## src/lfc_pkg.sv

```systemverilog
// Package for the three-sensor line-follow controller.
// Holds payload and configuration types, code enums and constants.
// No dependencies.
`default_nettype none
package lfc_pkg;

	localparam int PWM_MAX_DEF   = 255;
	localparam int TIME_BITS_DEF = 32;

	localparam int CFG_IDX_W  = 3;
	localparam int CFG_DATA_W = 16;

	typedef enum logic [CFG_IDX_W-1:0] {
		REG_LEFT_THRESHOLD  = 3'd0,
		REG_RIGHT_THRESHOLD = 3'd1,
		REG_BASE_SPEED      = 3'd2,
		REG_TURN_SPEED      = 3'd3,
		REG_CURVE_ADJUST    = 3'd4,
		REG_LINE_LOST_MS    = 3'd5,
		REG_DEAD_CONFIRM_MS = 3'd6,
		REG_CROSS_PASS_MS   = 3'd7
	} reg_idx_t;

	typedef enum logic [3:0] {
		ACT_FWD        = 4'd0,
		ACT_CURVE_R    = 4'd1,
		ACT_CURVE_L    = 4'd2,
		ACT_SHARP_R    = 4'd3,
		ACT_SHARP_L    = 4'd4,
		ACT_CHECK_DEAD = 4'd5,
		ACT_BACKUP     = 4'd6,
		ACT_SPIN180    = 4'd7,
		ACT_CROSS      = 4'd8,
		ACT_BRIDGE     = 4'd9,
		ACT_REC_R      = 4'd10,
		ACT_REC_L      = 4'd11,
		ACT_KEEP       = 4'd12
	} action_t;

	typedef enum logic [1:0] {
		DIR_STOP = 2'd0,
		DIR_FWD  = 2'd1,
		DIR_REV  = 2'd2
	} dir_t;

	typedef enum logic [2:0] {
		HEAD_CENTRE = 3'b001,
		HEAD_MINUS  = 3'b010,
		HEAD_PLUS   = 3'b100
	} heading_t;

	// Fixed PWM values and offsets of the command table.
	localparam logic signed [10:0] DEAD_OFS   = 11'sd50;
	localparam logic signed [10:0] TURN_OFS   = 11'sd40;
	localparam logic signed [10:0] BACKUP_PWM = 11'sd150;
	localparam logic signed [10:0] SPIN_PWM   = 11'sd180;
	localparam logic signed [10:0] REC_PWM    = 11'sd150;

	localparam logic [9:0] HOLD_NORMAL = 10'd10;
	localparam logic [9:0] HOLD_BACKUP = 10'd300;
	localparam logic [9:0] HOLD_SPIN   = 10'd900;

	typedef struct packed {
		logic [9:0]  left_level;
		logic        middle_on;
		logic [9:0]  right_level;
		logic [31:0] now_ms;
	} in_t;

	typedef struct packed {
		action_t    action;
		dir_t       left_dir;
		dir_t       right_dir;
		logic [7:0] left_pwm;
		logic [7:0] right_pwm;
		logic [9:0] hold_ms;
		logic       last_of_run;
	} out_t;

	typedef struct packed {
		logic [9:0]  left_threshold;
		logic [9:0]  right_threshold;
		logic [7:0]  base_speed;
		logic [7:0]  turn_speed;
		logic [7:0]  curve_adjust;
		logic [15:0] line_lost_timeout_ms;
		logic [15:0] dead_end_confirm_ms;
		logic [15:0] intersection_pass_ms;
	} cfg_t;

endpackage
`default_nettype wire

```

## src/lfc_cfg.sv

```systemverilog
// Configuration register file of the line-follow controller.
// Depends on lfc_pkg.
`default_nettype none
module lfc_cfg (
	input  wire logic                          clk,
	input  wire logic                          arst_n,
	input  wire logic                          cfg_we,
	input  wire logic [lfc_pkg::CFG_IDX_W-1:0]  cfg_index,
	input  wire logic [lfc_pkg::CFG_DATA_W-1:0] cfg_data,
	output lfc_pkg::cfg_t                      cfg
);
	import lfc_pkg::*;

	cfg_t cfg_q;

	always_ff @(posedge clk or negedge arst_n) begin
		if (!arst_n) begin
			cfg_q.left_threshold       <= 10'd300;
			cfg_q.right_threshold      <= 10'd300;
			cfg_q.base_speed           <= 8'd180;
			cfg_q.turn_speed           <= 8'd140;
			cfg_q.curve_adjust         <= 8'd40;
			cfg_q.line_lost_timeout_ms <= 16'd600;
			cfg_q.dead_end_confirm_ms  <= 16'd150;
			cfg_q.intersection_pass_ms <= 16'd300;
		end else if (cfg_we) begin
			case (reg_idx_t'(cfg_index))
				REG_LEFT_THRESHOLD:  cfg_q.left_threshold       <= cfg_data[9:0];
				REG_RIGHT_THRESHOLD: cfg_q.right_threshold      <= cfg_data[9:0];
				REG_BASE_SPEED:      cfg_q.base_speed           <= cfg_data[7:0];
				REG_TURN_SPEED:      cfg_q.turn_speed           <= cfg_data[7:0];
				REG_CURVE_ADJUST:    cfg_q.curve_adjust         <= cfg_data[7:0];
				REG_LINE_LOST_MS:    cfg_q.line_lost_timeout_ms <= cfg_data;
				REG_DEAD_CONFIRM_MS: cfg_q.dead_end_confirm_ms  <= cfg_data;
				REG_CROSS_PASS_MS:   cfg_q.intersection_pass_ms <= cfg_data;
				default: ;
			endcase
		end
	end

	assign cfg = cfg_q;

endmodule
`default_nettype wire

```

## src/lfc_core.sv

```systemverilog
// Decision logic and behavior state of the line-follow controller.
// Turns one registered sample into one or two motor commands. Depends on lfc_pkg.
`default_nettype none
module lfc_core #(
	parameter int PWM_MAX   = lfc_pkg::PWM_MAX_DEF,
	parameter int TIME_BITS = lfc_pkg::TIME_BITS_DEF
) (
	input  wire logic  clk,
	input  wire logic  arst_n,
	input  wire lfc_pkg::cfg_t cfg,
	input  wire lfc_pkg::in_t  smp,
	input  wire logic  adv,
	output lfc_pkg::out_t res0,
	output lfc_pkg::out_t res1,
	output logic       two
);
	import lfc_pkg::*;

	localparam int NOW_BITS = (TIME_BITS < 32) ? TIME_BITS : 32;
	localparam logic [16:0] PwmMaxWide = 17'(PWM_MAX);
	localparam logic [7:0]  PwmMaxLo   = 8'(PWM_MAX);

	logic [TIME_BITS-1:0] last_seen_q;
	logic                 dead_armed_q;
	logic [TIME_BITS-1:0] dead_start_q;
	logic                 cross_active_q;
	logic [TIME_BITS-1:0] cross_start_q;
	heading_t             heading_q;

	logic                 l_on, m_on, r_on, any_on, all_on, cross_pat;
	logic [TIME_BITS-1:0] now_t, dead_el, cross_el, lost_el;
	logic                 dead_fire, cross_run, bridge_run;
	logic signed [10:0]   base_s, turn_s, adj_s, lraw, rraw;
	action_t              act;
	dir_t                 ldir, rdir;
	logic                 set_head;
	heading_t             head_nxt;

	function automatic logic [7:0] sat_pwm(input logic signed [10:0] v);
		logic [16:0] mag;
		mag = {7'd0, v[9:0]};
		if (v < 0)
			return 8'd0;
		if (mag > PwmMaxWide)
			return PwmMaxLo;
		return v[7:0];
	endfunction

	assign l_on      = smp.left_level > cfg.left_threshold;
	assign m_on      = smp.middle_on;
	assign r_on      = smp.right_level > cfg.right_threshold;
	assign any_on    = l_on | m_on | r_on;
	assign all_on    = l_on & m_on & r_on;
	assign cross_pat = l_on & r_on & ~m_on;

	assign now_t    = TIME_BITS'(smp.now_ms[NOW_BITS-1:0]);
	// An idle timer reads as zero elapsed: it starts on this very sample.
	assign dead_el  = dead_armed_q ? (now_t - dead_start_q) : '0;
	assign cross_el = cross_active_q ? (now_t - cross_start_q) : '0;
	assign lost_el  = now_t - last_seen_q;

	assign dead_fire  = dead_el > TIME_BITS'(cfg.dead_end_confirm_ms);
	assign cross_run  = cross_el < TIME_BITS'(cfg.intersection_pass_ms);
	assign bridge_run = lost_el < TIME_BITS'(cfg.line_lost_timeout_ms);

	assign base_s = $signed({3'b000, cfg.base_speed});
	assign turn_s = $signed({3'b000, cfg.turn_speed});
	assign adj_s  = $signed({3'b000, cfg.curve_adjust});

	always_comb begin
		act      = ACT_FWD;
		ldir     = DIR_FWD;
		rdir     = DIR_FWD;
		lraw     = base_s;
		rraw     = base_s;
		set_head = 1'b0;
		head_nxt = HEAD_CENTRE;
		if (all_on) begin
			// Backup of a firing dead end goes here, the spin in res1.
			if (dead_fire) begin
				act      = ACT_BACKUP;
				ldir     = DIR_REV;
				rdir     = DIR_REV;
				lraw     = BACKUP_PWM;
				rraw     = BACKUP_PWM;
				set_head = 1'b1;
			end else begin
				act  = ACT_CHECK_DEAD;
				lraw = base_s - DEAD_OFS;
				rraw = base_s - DEAD_OFS;
			end
		end else if (cross_pat) begin
			if (cross_run) begin
				act = ACT_CROSS;
			end else begin
				act  = ACT_KEEP;
				ldir = DIR_STOP;
				rdir = DIR_STOP;
				lraw = '0;
				rraw = '0;
			end
		end else if (m_on && !l_on && !r_on) begin
			act      = ACT_FWD;
			set_head = 1'b1;
		end else if (l_on && m_on) begin
			act      = ACT_CURVE_R;
			lraw     = base_s + adj_s;
			rraw     = base_s - adj_s;
			set_head = 1'b1;
			head_nxt = HEAD_MINUS;
		end else if (r_on && m_on) begin
			act      = ACT_CURVE_L;
			lraw     = base_s - adj_s;
			rraw     = base_s + adj_s;
			set_head = 1'b1;
			head_nxt = HEAD_PLUS;
		end else if (l_on) begin
			act      = ACT_SHARP_R;
			lraw     = turn_s + TURN_OFS;
			rraw     = turn_s - TURN_OFS;
			set_head = 1'b1;
			head_nxt = HEAD_MINUS;
		end else if (r_on) begin
			act      = ACT_SHARP_L;
			lraw     = turn_s - TURN_OFS;
			rraw     = turn_s + TURN_OFS;
			set_head = 1'b1;
			head_nxt = HEAD_PLUS;
		end else if (bridge_run) begin
			act = ACT_BRIDGE;
		end else if (heading_q == HEAD_PLUS) begin
			act  = ACT_REC_L;
			ldir = DIR_REV;
			lraw = REC_PWM;
			rraw = REC_PWM;
		end else begin
			act  = ACT_REC_R;
			rdir = DIR_REV;
			lraw = REC_PWM;
			rraw = REC_PWM;
		end
	end

	assign two = all_on & dead_fire;

	assign res0.action      = act;
	assign res0.left_dir    = ldir;
	assign res0.right_dir   = rdir;
	assign res0.left_pwm    = sat_pwm(lraw);
	assign res0.right_pwm   = sat_pwm(rraw);
	assign res0.hold_ms     = two ? HOLD_BACKUP : HOLD_NORMAL;
	assign res0.last_of_run = ~two;

	assign res1.action      = ACT_SPIN180;
	assign res1.left_dir    = DIR_FWD;
	assign res1.right_dir   = DIR_REV;
	assign res1.left_pwm    = sat_pwm(SPIN_PWM);
	assign res1.right_pwm   = sat_pwm(SPIN_PWM);
	assign res1.hold_ms     = HOLD_SPIN;
	assign res1.last_of_run = 1'b1;

	always_ff @(posedge clk or negedge arst_n) begin
		if (!arst_n) begin
			last_seen_q    <= '0;
			dead_armed_q   <= 1'b0;
			dead_start_q   <= '0;
			cross_active_q <= 1'b0;
			cross_start_q  <= '0;
			heading_q      <= HEAD_CENTRE;
		end else if (adv) begin
			if (any_on)
				last_seen_q <= now_t;
			if (all_on) begin
				if (!dead_armed_q) begin
					dead_armed_q <= 1'b1;
					dead_start_q <= now_t;
				end
				if (dead_fire)
					dead_armed_q <= 1'b0;
			end else begin
				dead_armed_q <= 1'b0;
				if (cross_pat) begin
					if (!cross_active_q) begin
						cross_active_q <= 1'b1;
						cross_start_q  <= now_t;
					end
				end else begin
					cross_active_q <= 1'b0;
				end
			end
			if (set_head)
				heading_q <= head_nxt;
		end
	end

`ifndef SYNTHESIS
	a_fire_needs_arm: assert property (@(posedge clk) disable iff (!arst_n)
		two |-> dead_armed_q)
		else $error("dead end fired without an armed timer");
`endif

endmodule
`default_nettype wire

```

## src/lfc_outq.sv

```systemverilog
// Four-entry result buffer of the line-follow controller. Depends on lfc_pkg.
// Takes one or two commands per cycle, delivers one per cycle unless stalled.
`default_nettype none
module lfc_outq (
	input  wire logic  clk,
	input  wire logic  arst_n,
	input  wire logic  push,
	input  wire logic  push_two,
	input  wire lfc_pkg::out_t wr0,
	input  wire lfc_pkg::out_t wr1,
	output logic       room,
	output logic       out_valid,
	input  wire logic  out_stall,
	output lfc_pkg::out_t out_data
);
	import lfc_pkg::*;

	localparam int DEPTH = 4;
	localparam int PTR_W = $clog2(DEPTH);

	out_t             ent_q [DEPTH];
	logic [PTR_W-1:0] wr_ptr_q, rd_ptr_q, wr_ptr_nx;
	logic [PTR_W:0]   cnt_q, cnt_add;
	logic             pop;

	assign pop       = out_valid & ~out_stall;
	assign out_valid = cnt_q != '0;
	assign out_data  = ent_q[rd_ptr_q];
	// Room for a worst-case sample of two commands.
	assign room      = cnt_q <= (PTR_W+1)'(DEPTH - 2);
	assign wr_ptr_nx = wr_ptr_q + PTR_W'(1);
	assign cnt_add   = push ? (push_two ? (PTR_W+1)'(2) : (PTR_W+1)'(1)) : '0;

	always_ff @(posedge clk) begin
		if (push) begin
			ent_q[wr_ptr_q] <= wr0;
			if (push_two)
				ent_q[wr_ptr_nx] <= wr1;
		end
	end

	always_ff @(posedge clk or negedge arst_n) begin
		if (!arst_n) begin
			wr_ptr_q <= '0;
			rd_ptr_q <= '0;
			cnt_q    <= '0;
		end else begin
			if (push)
				wr_ptr_q <= wr_ptr_q + PTR_W'(cnt_add);
			if (pop)
				rd_ptr_q <= rd_ptr_q + PTR_W'(1);
			cnt_q <= cnt_q + cnt_add - (pop ? (PTR_W+1)'(1) : '0);
		end
	end

`ifndef SYNTHESIS
	a_no_overflow: assert property (@(posedge clk) disable iff (!arst_n)
		push |-> room)
		else $error("result buffer written without room");
	a_cnt_bound: assert property (@(posedge clk) disable iff (!arst_n)
		cnt_q <= (PTR_W+1)'(DEPTH))
		else $error("result buffer count out of range");
	a_two_adds: assert property (@(posedge clk) disable iff (!arst_n)
		(push && push_two && !pop) |=> cnt_q == $past(cnt_q) + (PTR_W+1)'(2))
		else $error("double write did not add two entries");
`endif

endmodule
`default_nettype wire

```

## src/three_sensor_line_follow_controller.sv

```systemverilog
// Top level of the three-sensor line-follow controller.
// Depends on lfc_pkg, lfc_cfg, lfc_core and lfc_outq.
`default_nettype none
// One sensor sample per transaction on the input channel; one motor command per
// transaction on the output channel. A new sample is taken every clock cycle
// while in_stall is low; the sample is held in the input register, then the
// decision writes its command into the result buffer, which drives the output. A
// dead-end turnaround sample produces two commands, backup then spin, and
// these leave in that order. The four-entry result buffer sets the
// rate under output stall: a sample moves out of the input register only while
// the buffer holds at most two commands, so input stall rises only when the
// consumer falls behind. The last_of_run bit marks the final command of each
// sample. Configuration registers are written through cfg_we/cfg_index/cfg_data
// and take effect on the next sample; write them while no sample is in flight.
// Reset is asynchronous, active low, and needs no clearing pass.
module three_sensor_line_follow_controller #(
	parameter int PWM_MAX   = lfc_pkg::PWM_MAX_DEF,
	parameter int TIME_BITS = lfc_pkg::TIME_BITS_DEF
) (
	input  wire logic                          clk,
	input  wire logic                          arst_n,
	input  wire logic                          in_valid,
	output logic                               in_stall,
	input  wire lfc_pkg::in_t                  in_data,
	output logic                               out_valid,
	input  wire logic                          out_stall,
	output lfc_pkg::out_t                      out_data,
	input  wire logic                          cfg_we,
	input  wire logic [lfc_pkg::CFG_IDX_W-1:0]  cfg_index,
	input  wire logic [lfc_pkg::CFG_DATA_W-1:0] cfg_data
);
	import lfc_pkg::*;

	cfg_t cfg;
	in_t  smp_s1;
	logic vld_s1;
	logic room, adv, in_acc, two;
	out_t res0, res1;

	// Configuration registers.
	lfc_cfg u_cfg (
		.clk       (clk),
		.arst_n    (arst_n),
		.cfg_we    (cfg_we),
		.cfg_index (cfg_index),
		.cfg_data  (cfg_data),
		.cfg       (cfg)
	);

	// Advance the registered sample once the buffer can take both commands.
	assign adv      = vld_s1 & room;
	// Hold off new samples only while the input register is occupied and blocked.
	assign in_stall = vld_s1 & ~room;
	assign in_acc   = in_valid & ~in_stall;

	always_ff @(posedge clk or negedge arst_n) begin
		if (!arst_n) begin
			vld_s1 <= 1'b0;
		end else if (in_acc) begin
			vld_s1 <= 1'b1;
		end else if (adv) begin
			vld_s1 <= 1'b0;
		end
	end

	// Sample payload: loaded on accept only, no reset.
	always_ff @(posedge clk) begin
		if (in_acc)
			smp_s1 <= in_data;
	end

	// Decision and behavior state; state moves only when the sample advances.
	lfc_core #(
		.PWM_MAX   (PWM_MAX),
		.TIME_BITS (TIME_BITS)
	) u_core (
		.clk    (clk),
		.arst_n (arst_n),
		.cfg    (cfg),
		.smp    (smp_s1),
		.adv    (adv),
		.res0   (res0),
		.res1   (res1),
		.two    (two)
	);

	// Result buffer parts the decision from the output consumer.
	lfc_outq u_outq (
		.clk       (clk),
		.arst_n    (arst_n),
		.push      (adv),
		.push_two  (two),
		.wr0       (res0),
		.wr1       (res1),
		.room      (room),
		.out_valid (out_valid),
		.out_stall (out_stall),
		.out_data  (out_data)
	);

`ifndef SYNTHESIS
	a_stall_only_when_full: assert property (@(posedge clk) disable iff (!arst_n)
		in_stall |-> (vld_s1 && !adv))
		else $error("input stalled while the sample register could advance");
`endif

endmodule
`default_nettype wire

```

## config.mk

```make
export PLATFORM = sky130hd
export DESIGN_NAME = three_sensor_line_follow_controller
export DESIGN_NICKNAME = d
export VERILOG_FILES = /design/src/lfc_pkg.sv /design/src/lfc_cfg.sv /design/src/lfc_core.sv /design/src/lfc_outq.sv /design/src/three_sensor_line_follow_controller.sv
export SDC_FILE = /design/constraint.sdc
export NUM_CORES = 1
export LEC_CHECK = 0
export BUFFER_PORTS_ARGS = -buffer_cell sky130_fd_sc_hd__buf_2
export CELL_PAD_IN_SITES_DETAIL_PLACEMENT = 2
export CELL_PAD_IN_SITES_GLOBAL_PLACEMENT = 2
export CORE_UTILIZATION = 25
export DETAILED_ROUTE_END_ITERATION = 8
export PLACE_DENSITY = 0.63
export SLEW_MARGIN = 20
export SYNTH_ARGS = -nofsm -noshare
export SYNTH_HDL_FRONTEND = slang
export SYNTH_SLANG_ARGS = --single-unit
export TNS_END_PERCENT = 5
```

## constraint.sdc

```tcl
create_clock -name clk -period 8.87 [get_ports clk]
set_input_delay 1.3305 -clock clk [delete_from_list [all_inputs] [get_ports clk]]
set_output_delay 1.3305 -clock clk [all_outputs]
set_load 0.1 [all_outputs]
```

==> results of run 1 <==
registers in the layout, indices dropped and copies added, names as in the netlist:
name and cells:
u_core.cross_start_q 32, smp_s1 53, u_core.dead_start_q 32, u_outq.wr_ptr_q 2, u_outq.cnt_q 3, u_outq.rd_ptr_q 2, u_core.cross_active_q 1, u_core.dead_armed_q 1
vld_s1 1, u_cfg.cfg 92, u_core.heading_q 3, u_core.last_seen_q 32, u_outq.ent_q 120
through the flow:
stage	hold WS, ns	setup WS (ns)	total power, uW	cells	instance area (um2)
floorplan	0.418	2.80	7940	2754	24200
global placement	0.429	1.76	9730	4020	26100
detailed placement	0.441	1.50	10100	4020	26100
CTS	0.453	1.46	12400	4112	27800
global route	0.481	1.07	13100	4113	27900
finish	0.451	1.52	12200	4114	27900
final cells by class:
type,count,area (um2)
Antenna cell,1,2.50
Clock buffer,61,1380
Clock inverter,31,399
Fill cell,10790,67600
Inverter,228,856
Multi-Input combinational cell,2008,13700
Sequential cell,374,9060
Tap cell,1265,1580
Timing Repair Buffer,146,835
worst max-delay path: cells and delay by family (launching register included):
kind | cells | cell delay, ns
AO/OA/AOI/OAI | 5 | 1.54
XOR/XNOR | 3 | 0.37
adder cells (fa/ha/maj) | 5 | 1.60
buffers and inverters | 2 | 0.20
flip-flops | 1 | 0.43
AND/OR/NAND/NOR | 12 | 3.10
layout by cell type, fill, tap and decap left out, drive strengths merged, types with 59 or more instances in the layout:
master / Yosys / routed
nand2: 324 / 324
o21ai: 284 / 284
inv: 228 / 233
a21oi: 208 / 208
ha: 182 / 182
dfrtp: 171 / 171
buf: 28 / 146
nor2: 129 / 129
dfxtp: 120 / 120
mux2: 69 / 69
clkbuf: 116 / 61
nand3: 59 / 59
kinds of logic after synthesis:
kind of cell	Yosys count	share of synthesized area
AOI/OAI and AO/OA	860	0.223
xor gates and xnor gates	76	0.0275
adders and majority gates	188	0.0991
buffers and inverters	372	0.0598
DFF	374	0.374
muxes	111	0.0650
other	1	0.000155
and+or+nand+nor	770	0.151
worst paths after layout:
kind                                                         end  slack (ns)  depth (start not counted)
max in group asynchronous               u_cfg.cfg[1]$_DFFE_PN0P_        6.71                          2
worst max register to register         u_outq.cnt_q[2]$_DFF_PN0_        1.52                         27
worst min register to register  u_outq.ent_q[0][10]$_SDFFE_PP1P_        0.45                          2
worst min-delay path            u_outq.ent_q[0][10]$_SDFFE_PP1P_        0.45                          2
min in group asynchronous              u_cfg.cfg[86]$_DFFE_PN0P_        0.72                          1
worst max-delay path                   u_outq.cnt_q[2]$_DFF_PN0_        1.52                         27
per-layer routing:
layer,track usage,share of wire,up-vias
met5,0,0,-
met4,0.0496,0.024,0
met3,0.0189,0.023,116
met2,0.344,0.52,268
met1,0.223,0.44,11026
li1,-,-,10030
power groups by stage:
stage          Sequential (uW)  Combinational (uW)  Clock (uW)
2_1_floorplan             2630                5300           0
3_3_place_gp              2800                6930           0
3_5_place_dp              2850                7210           0
4_1_cts                   2820                7260        2290
5_1_grt                   2890                7880        2360
6_report                  2820                7200        2230
==> metrics.md, run 1 <==
| Metric | Value |
|---|---|
| Outcome | `completed` |
| DRC Markers | `0` |
| Switching share of power | `0.500` |
| Most frequent cells after synthesis | `nand2_1 (324), o21ai_0 (261), inv_1 (228)` |
| Starting DRT DRC Count | `1015` |
| Slowest Stage Delay on Critical Path | `0.63 ns` |
| Worst setup path category | `reg -> reg` |
| Highest Clock Rate | `136 MHz` |
| Period utilization | `0.828` |
| CTS clock-pin slew for the worst setup and hold paths | `0.06 ns` |
| Cts bufs inserted | `49` |
| Slowest cell on the critical path | `nor4_1` |
| Vias in the first global route | `24150` |
| Int Pwr | `6130 uW` |
| Synth async-reset ratio | `0.537` |
| Post-synth EDFFs | `53` |
| Chip width | `313 um` |
| Initial core utilization | `0.254` |
| Maximum VDD drop | `0.266 mV` |
| Type of origin of the critical path | `flip-flop` |
| Pins Over Slew Limit | `0` |
| Post-synth top area share | `0.177` |
| Crit path launch | `smp_s1[0]$_DFFE_PP_` |
| Setup violators final | `0` |
| Final period demand of the worst path | `7.35 ns` |
| Synth area leader | `dfrtp_1` |
| Die height | `313 um` |
| Root buf cell | `clkbuf_16` |
| Most used DFF post-synth | `dfrtp_1` |
| Clock power frac | `0.182` |
| # rows | `113` |
| Boundary Pins | `114` |
| Vias/cell | `5.21` |
| Leak pwr | `0.0117 uW` |
| Unrepaired setup endpoints after global routing | `no` |
| # resized after CTS | `0` |
| Relative slew slack | `0.239` |
| Critical R2R Launch | `smp_s1[0]$_DFFE_PP_` |
| Seq cells post-synth | `374` |
| Crit-path most repeated cell | `ha_1` |
| Setup TNS | `0 ns` |
| Area of the die | `98000 um2` |
| Initial antenna violation count | `2` |
| Count leader, synth | `nand2_1` |
| Overall Global Routing Usage | `0.185` |
| Largest net degree at the start of global routing | `106` |
| CP max FO | `12` |
| Crit path capture type | `flip-flop` |
| Syn_area_per_cell | `8.79 um2` |
| Via count | `21440` |
| Post-route antenna net violation count | `0` |
| Register area share after synthesis | `0.374` |
| Hold_sp | `u_outq.ent_q[0][10]$_SDFFE_PP1P_` |
| WL per Instance | `22.1 um` |
| Worst skew pair latency | `0.63 ns` |
| TritonCTS clock tree | `built` |
| Port bufs | `110` |
| Clock buffer depth | `3` |
| Psw | `6120 uW` |
| Placer congestion estimate | `0.878` |
| Fin. Hold Viols | `0` |
| Mapped Cells | `2752` |
| Post-CTS setup repair buffer count | `0` |
| Worst min path class | `reg -> reg` |
| # hold bufs at CTS | `0` |
| Data arrival, critical path | `7.85 ns` |
| Pwr per Cell Area | `440 nW/um2` |
| Layout Nets | `3072` |
| Share of layout cells above drive strength 1 | `0.141` |
| Synth warn | `0` |
| First-pass GRT wire length | `143000 um` |
| Max cap viols | `0` |
| Final wirelength | `90800 um` |
| DR pass1 iterations | `5` |
| Required @ worst endpoint | `9.38 ns` |
| Htree depth | `2` |
| Final Skew | `0.0339 ns` |
| GRT Residual Overflow | `0` |
| Dpl hpwl | `67700 um` |
| Synthesis-to-layout area growth | `15.1%` |
| Synth unique cells | `91` |
| # clock sinks | `374` |
| Synth Cell Area | `24200 um2` |
| Worst Max-Slew Pin Slew | `1.14 ns` |
| Synth area leaders | `dfrtp_1 (18%), dfxtp_1 (9.9%), ha_1 (9.4%)` |
| Comb power frac | `0.588` |
| Reg power frac | `0.230` |
| Core Region | `95400 um2` |
| Final design utilization | `0.292` |
Note: power is estimated with default switching activity, not from simulation.
==> run 2, diff against run 1 <==
Settings changed: ABC_AREA set to 1, PLACE_DENSITY 0.63 to 0.69.
Clock period 8.87 ns to 6.24 ns, I/O delays scaled along.
==> run 2 against run 1 <==
Clock skew grew 0.0046 ns. Synthesized area grew 2.3%. Count of clock-buffer cells in the layout grew 4. Setup slack lost 0.47 ns. Non-clock buffer count shrank 9. Critical path type unchanged. Critical endpoint unchanged.
==> metrics.md, run 2 <==
| Metric | Value |
|---|---|
| Post-route insts no fill | `4913` |
| Core Region | `98300 um2` |
| Setup violators final | `0` |
| Worst min path class | `in -> async` |
| # clock sinks | `374` |
| Cts bufs inserted | `48` |
| Post-route antenna net violation count | `0` |
| Htree depth | `2` |
| Share of layout cells above drive strength 1 | `0.0974` |
| Synth area leaders | `dfrtp_1 (17%), nand2_1 (15%), dfxtp_1 (9.7%)` |
| # resized after CTS | `0` |
| Outcome | `completed` |
| First-pass GRT wire length | `152000 um` |
| Via count | `23686` |
| Largest Register | `u_outq.ent_q` |
| Area share of and/or/nand/nor cells after synthesis | `0.249` |
| Area of the multi-input gates | `13200 um2` |
| Synthesis-to-layout area growth | `14.5%` |
| Highest Clock Rate | `193 MHz` |
| Post-placement cell count | `4823` |
| Starting DRT DRC Count | `939` |
| DR pass1 iterations | `7` |
| TritonCTS clock tree | `built` |
| FF/Latch Area | `9060 um2` |
| Crit path capture type | `flip-flop` |
| Overall Global Routing Usage | `0.197` |
| Data arrival, critical path | `5.73 ns` |
| Placer congestion estimate | `0.891` |
| Setup crit end | `u_outq.cnt_q[2]$_DFF_PN0_` |
| Largest net degree at the start of global routing | `119` |
| Place WS | `1.27 ns` |
| Boundary Pins | `114` |
| Unrepaired setup endpoints after global routing | `no` |
| Vias in the first global route | `25537` |
| Setup TNS | `0 ns` |
| Initial core utilization | `0.252` |
| CP Cell Sequence | `ha_1 -> a21oi_1 -> o21ai_1 -> nand2_1 -> nand2_1 -> a31oi_1 -> inv_1 -> o21ai_0 -> a21oi_1 -> ha_1 -> nand4_1 -> a31oi_1 -> a21oi_1 -> a32o_1 -> nand2_4 -> nand2_8 -> nor2_4 -> inv_4 -> ha_1 -> fa_1 -> xnor2_1 -> xor2_1` |
| Clock buffer depth | `3` |
| Root buf cell | `clkbuf_16` |
| Pins Over Slew Limit | `0` |
| Initial antenna violation count | `3` |
| Max reg flops | `120` |
| Crit path launch | `smp_s1[7]$_DFFE_PP_` |
| Required @ worst endpoint | `6.78 ns` |
| Max cap viols | `0` |
| Synth async-reset ratio | `0.537` |
| GRT Residual Overflow | `0` |
| # rows | `115` |
| Synth Area in Compound Gates | `0.166` |
| Mapped Cells | `3502` |
| Worst skew pair latency | `0.64 ns` |
| Fin. Hold Viols | `0` |
| Relative slew slack | `0.332` |
| Commonest non-fill, non-tap cells in the layout | `nand2_1 (966), inv_1 (520), o21ai_0 (358)` |
| Period utilization | `0.832` |
| Final design utilization | `0.288` |
| CTS clock-pin slew for the worst setup and hold paths | `0.06 ns` |
| Vias/cell | `4.82` |
| WL per Instance | `20.0 um` |
| CP max FO | `9` |
| Slowest Stage Delay on Critical Path | `0.49 ns` |
| Synth Area in XOR/XNOR | `0.0205` |
| Multiplexer area fraction after synthesis | `0` |
| Syn_area_per_cell | `7.07 um2` |
| Synth warn | `0` |
| Worst r2r dst | `u_outq.cnt_q[2]$_DFF_PN0_` |
| Seq cells post-synth | `374` |
| Post-CTS setup repair buffer count | `0` |
| Layout Nets | `3851` |
| Worst Max-Slew Pin Slew | `0.999 ns` |
| Dpl hpwl | `75700 um` |
| Post-Synth Adder-Cell Area | `0.0969` |
| Area of the die | `100000 um2` |
| Setup WS post-layout | `1.05 ns` |
| Critical R2R Launch | `smp_s1[7]$_DFFE_PP_` |
| Largest family of logic cells by synthesized area | `simple AND/OR/NAND/NOR gates` |
| Post-synth EDFFs | `53` |
| DRC Markers | `0` |
| Synth unique cells | `61` |
| Reg2Reg Depth | `22` |
| Fill cell count | `11691` |
| Worst setup path category | `reg -> reg` |
| Final period demand of the worst path | `5.19 ns` |
| Most frequent cells after synthesis | `nand2_1 (968), inv_1 (520), o21ai_0 (358)` |
| Type of origin of the critical path | `flip-flop` |
| Most used DFF post-synth | `dfrtp_1` |
| Commonest non-fill, non-tap cell in the layout | `nand2_1` |
| Chip width | `317 um` |
| Die height | `317 um` |
| Synth Cell Area | `24800 um2` |
| # hold bufs at CTS | `0` |
| CP Depth | `22` |
| Count leader, synth | `nand2_1` |
| Reg2Reg Setup Slack | `1.05 ns` |
| Buffers and inverters on the worst path | `2` |
| Slowest cell on the critical path | `edfxtp_1` |
| Delay-heaviest family, CP | `compound AO/OA/AOI/OAI gates` |
| Post-synth top area share | `0.173` |
| Synth area leader | `dfrtp_1` |
| Register area share after synthesis | `0.366` |
| Final wirelength | `98200 um` |
| Port bufs | `110` |
| Final Skew | `0.0385 ns` |
## run 2: worst min path at each step
stage | from | to | slack, ns | cells past startpoint
final | arst_n | u_core.last_seen_q[24]$_DFFE_PN0P_ | 0.27 | 1
after global routing | arst_n | u_core.cross_start_q[23]$_DFFE_PN0P_ | 0.30 | 1
after CTS | arst_n | u_core.last_seen_q[24]$_DFFE_PN0P_ | 0.29 | 1
after detailed placement | u_outq.ent_q[1][10]$_SDFFE_PP1P_ | u_outq.ent_q[1][10]$_SDFFE_PP1P_ | 0.44 | 2
after global placement | u_outq.ent_q[1][10]$_SDFFE_PP1P_ | u_outq.ent_q[1][10]$_SDFFE_PP1P_ | 0.44 | 2
after floorplan | u_outq.ent_q[1][10]$_SDFFE_PP1P_ | u_outq.ent_q[1][10]$_SDFFE_PP1P_ | 0.42 | 2
## run 2: cells by family after synthesis
logic type | after synthesis
xor gates and xnor gates | 58
adders and majority gates | 188
buffers and inverters | 642
other | 1
and+or+nand+nor | 1499
DFF | 374
AOI/OAI and AO/OA | 740
## run 2: through the flow
| stage | area (um2) | hold WS, ns |
|---|---|---|
| after floorplan | 24800 | 0.421 |
| after global placement | 26700 | 0.436 |
| after detailed placement | 26700 | 0.442 |
| after CTS | 28300 | 0.288 |
| after global routing | 28300 | 0.305 |
| final | 28300 | 0.270 |
## run 2: cell type report
class	instances	share of cell area
flip-flops and latches	374	0.320
well taps	1287	0.0568
repair buffers	137	0.0278
diodes	1	0.0000883
multi-input cells	2488	0.467
clock inverters	24	0.00878
clock buffers	65	0.0482
inverters	537	0.0713
## run 2: worst reg2reg max path: stages (launching register included)
cell,delay [ns]
edfxtp_1,0.49
ha_1,0.45
a21oi_1,0.27
o21ai_1,0.14
nand2_1,0.08
nand2_1,0.10
a31oi_1,0.38
inv_1,0.18
o21ai_0,0.19
a21oi_1,0.09
ha_1,0.30
nand4_1,0.15
a31oi_1,0.21
a21oi_1,0.07
a32o_1,0.41
nand2_4,0.18
nand2_8,0.10
nor2_4,0.16
inv_4,0.06
ha_1,0.30
fa_1,0.44
xnor2_1,0.18
xor2_1,0.17
## run 2: layer usage
metal	GRT usage	vias to the layer above	wire [um]
met1	0.258	11850	46300
met4	0.0458	4	1880
met3	0.0247	93	2490
met5	0	-	22
li1	-	11487	-
met2	0.343	252	47500
Power of run 2 is not shown: default switching activity piles up to over one toggle a cycle in this logic, so the estimate is an artifact.
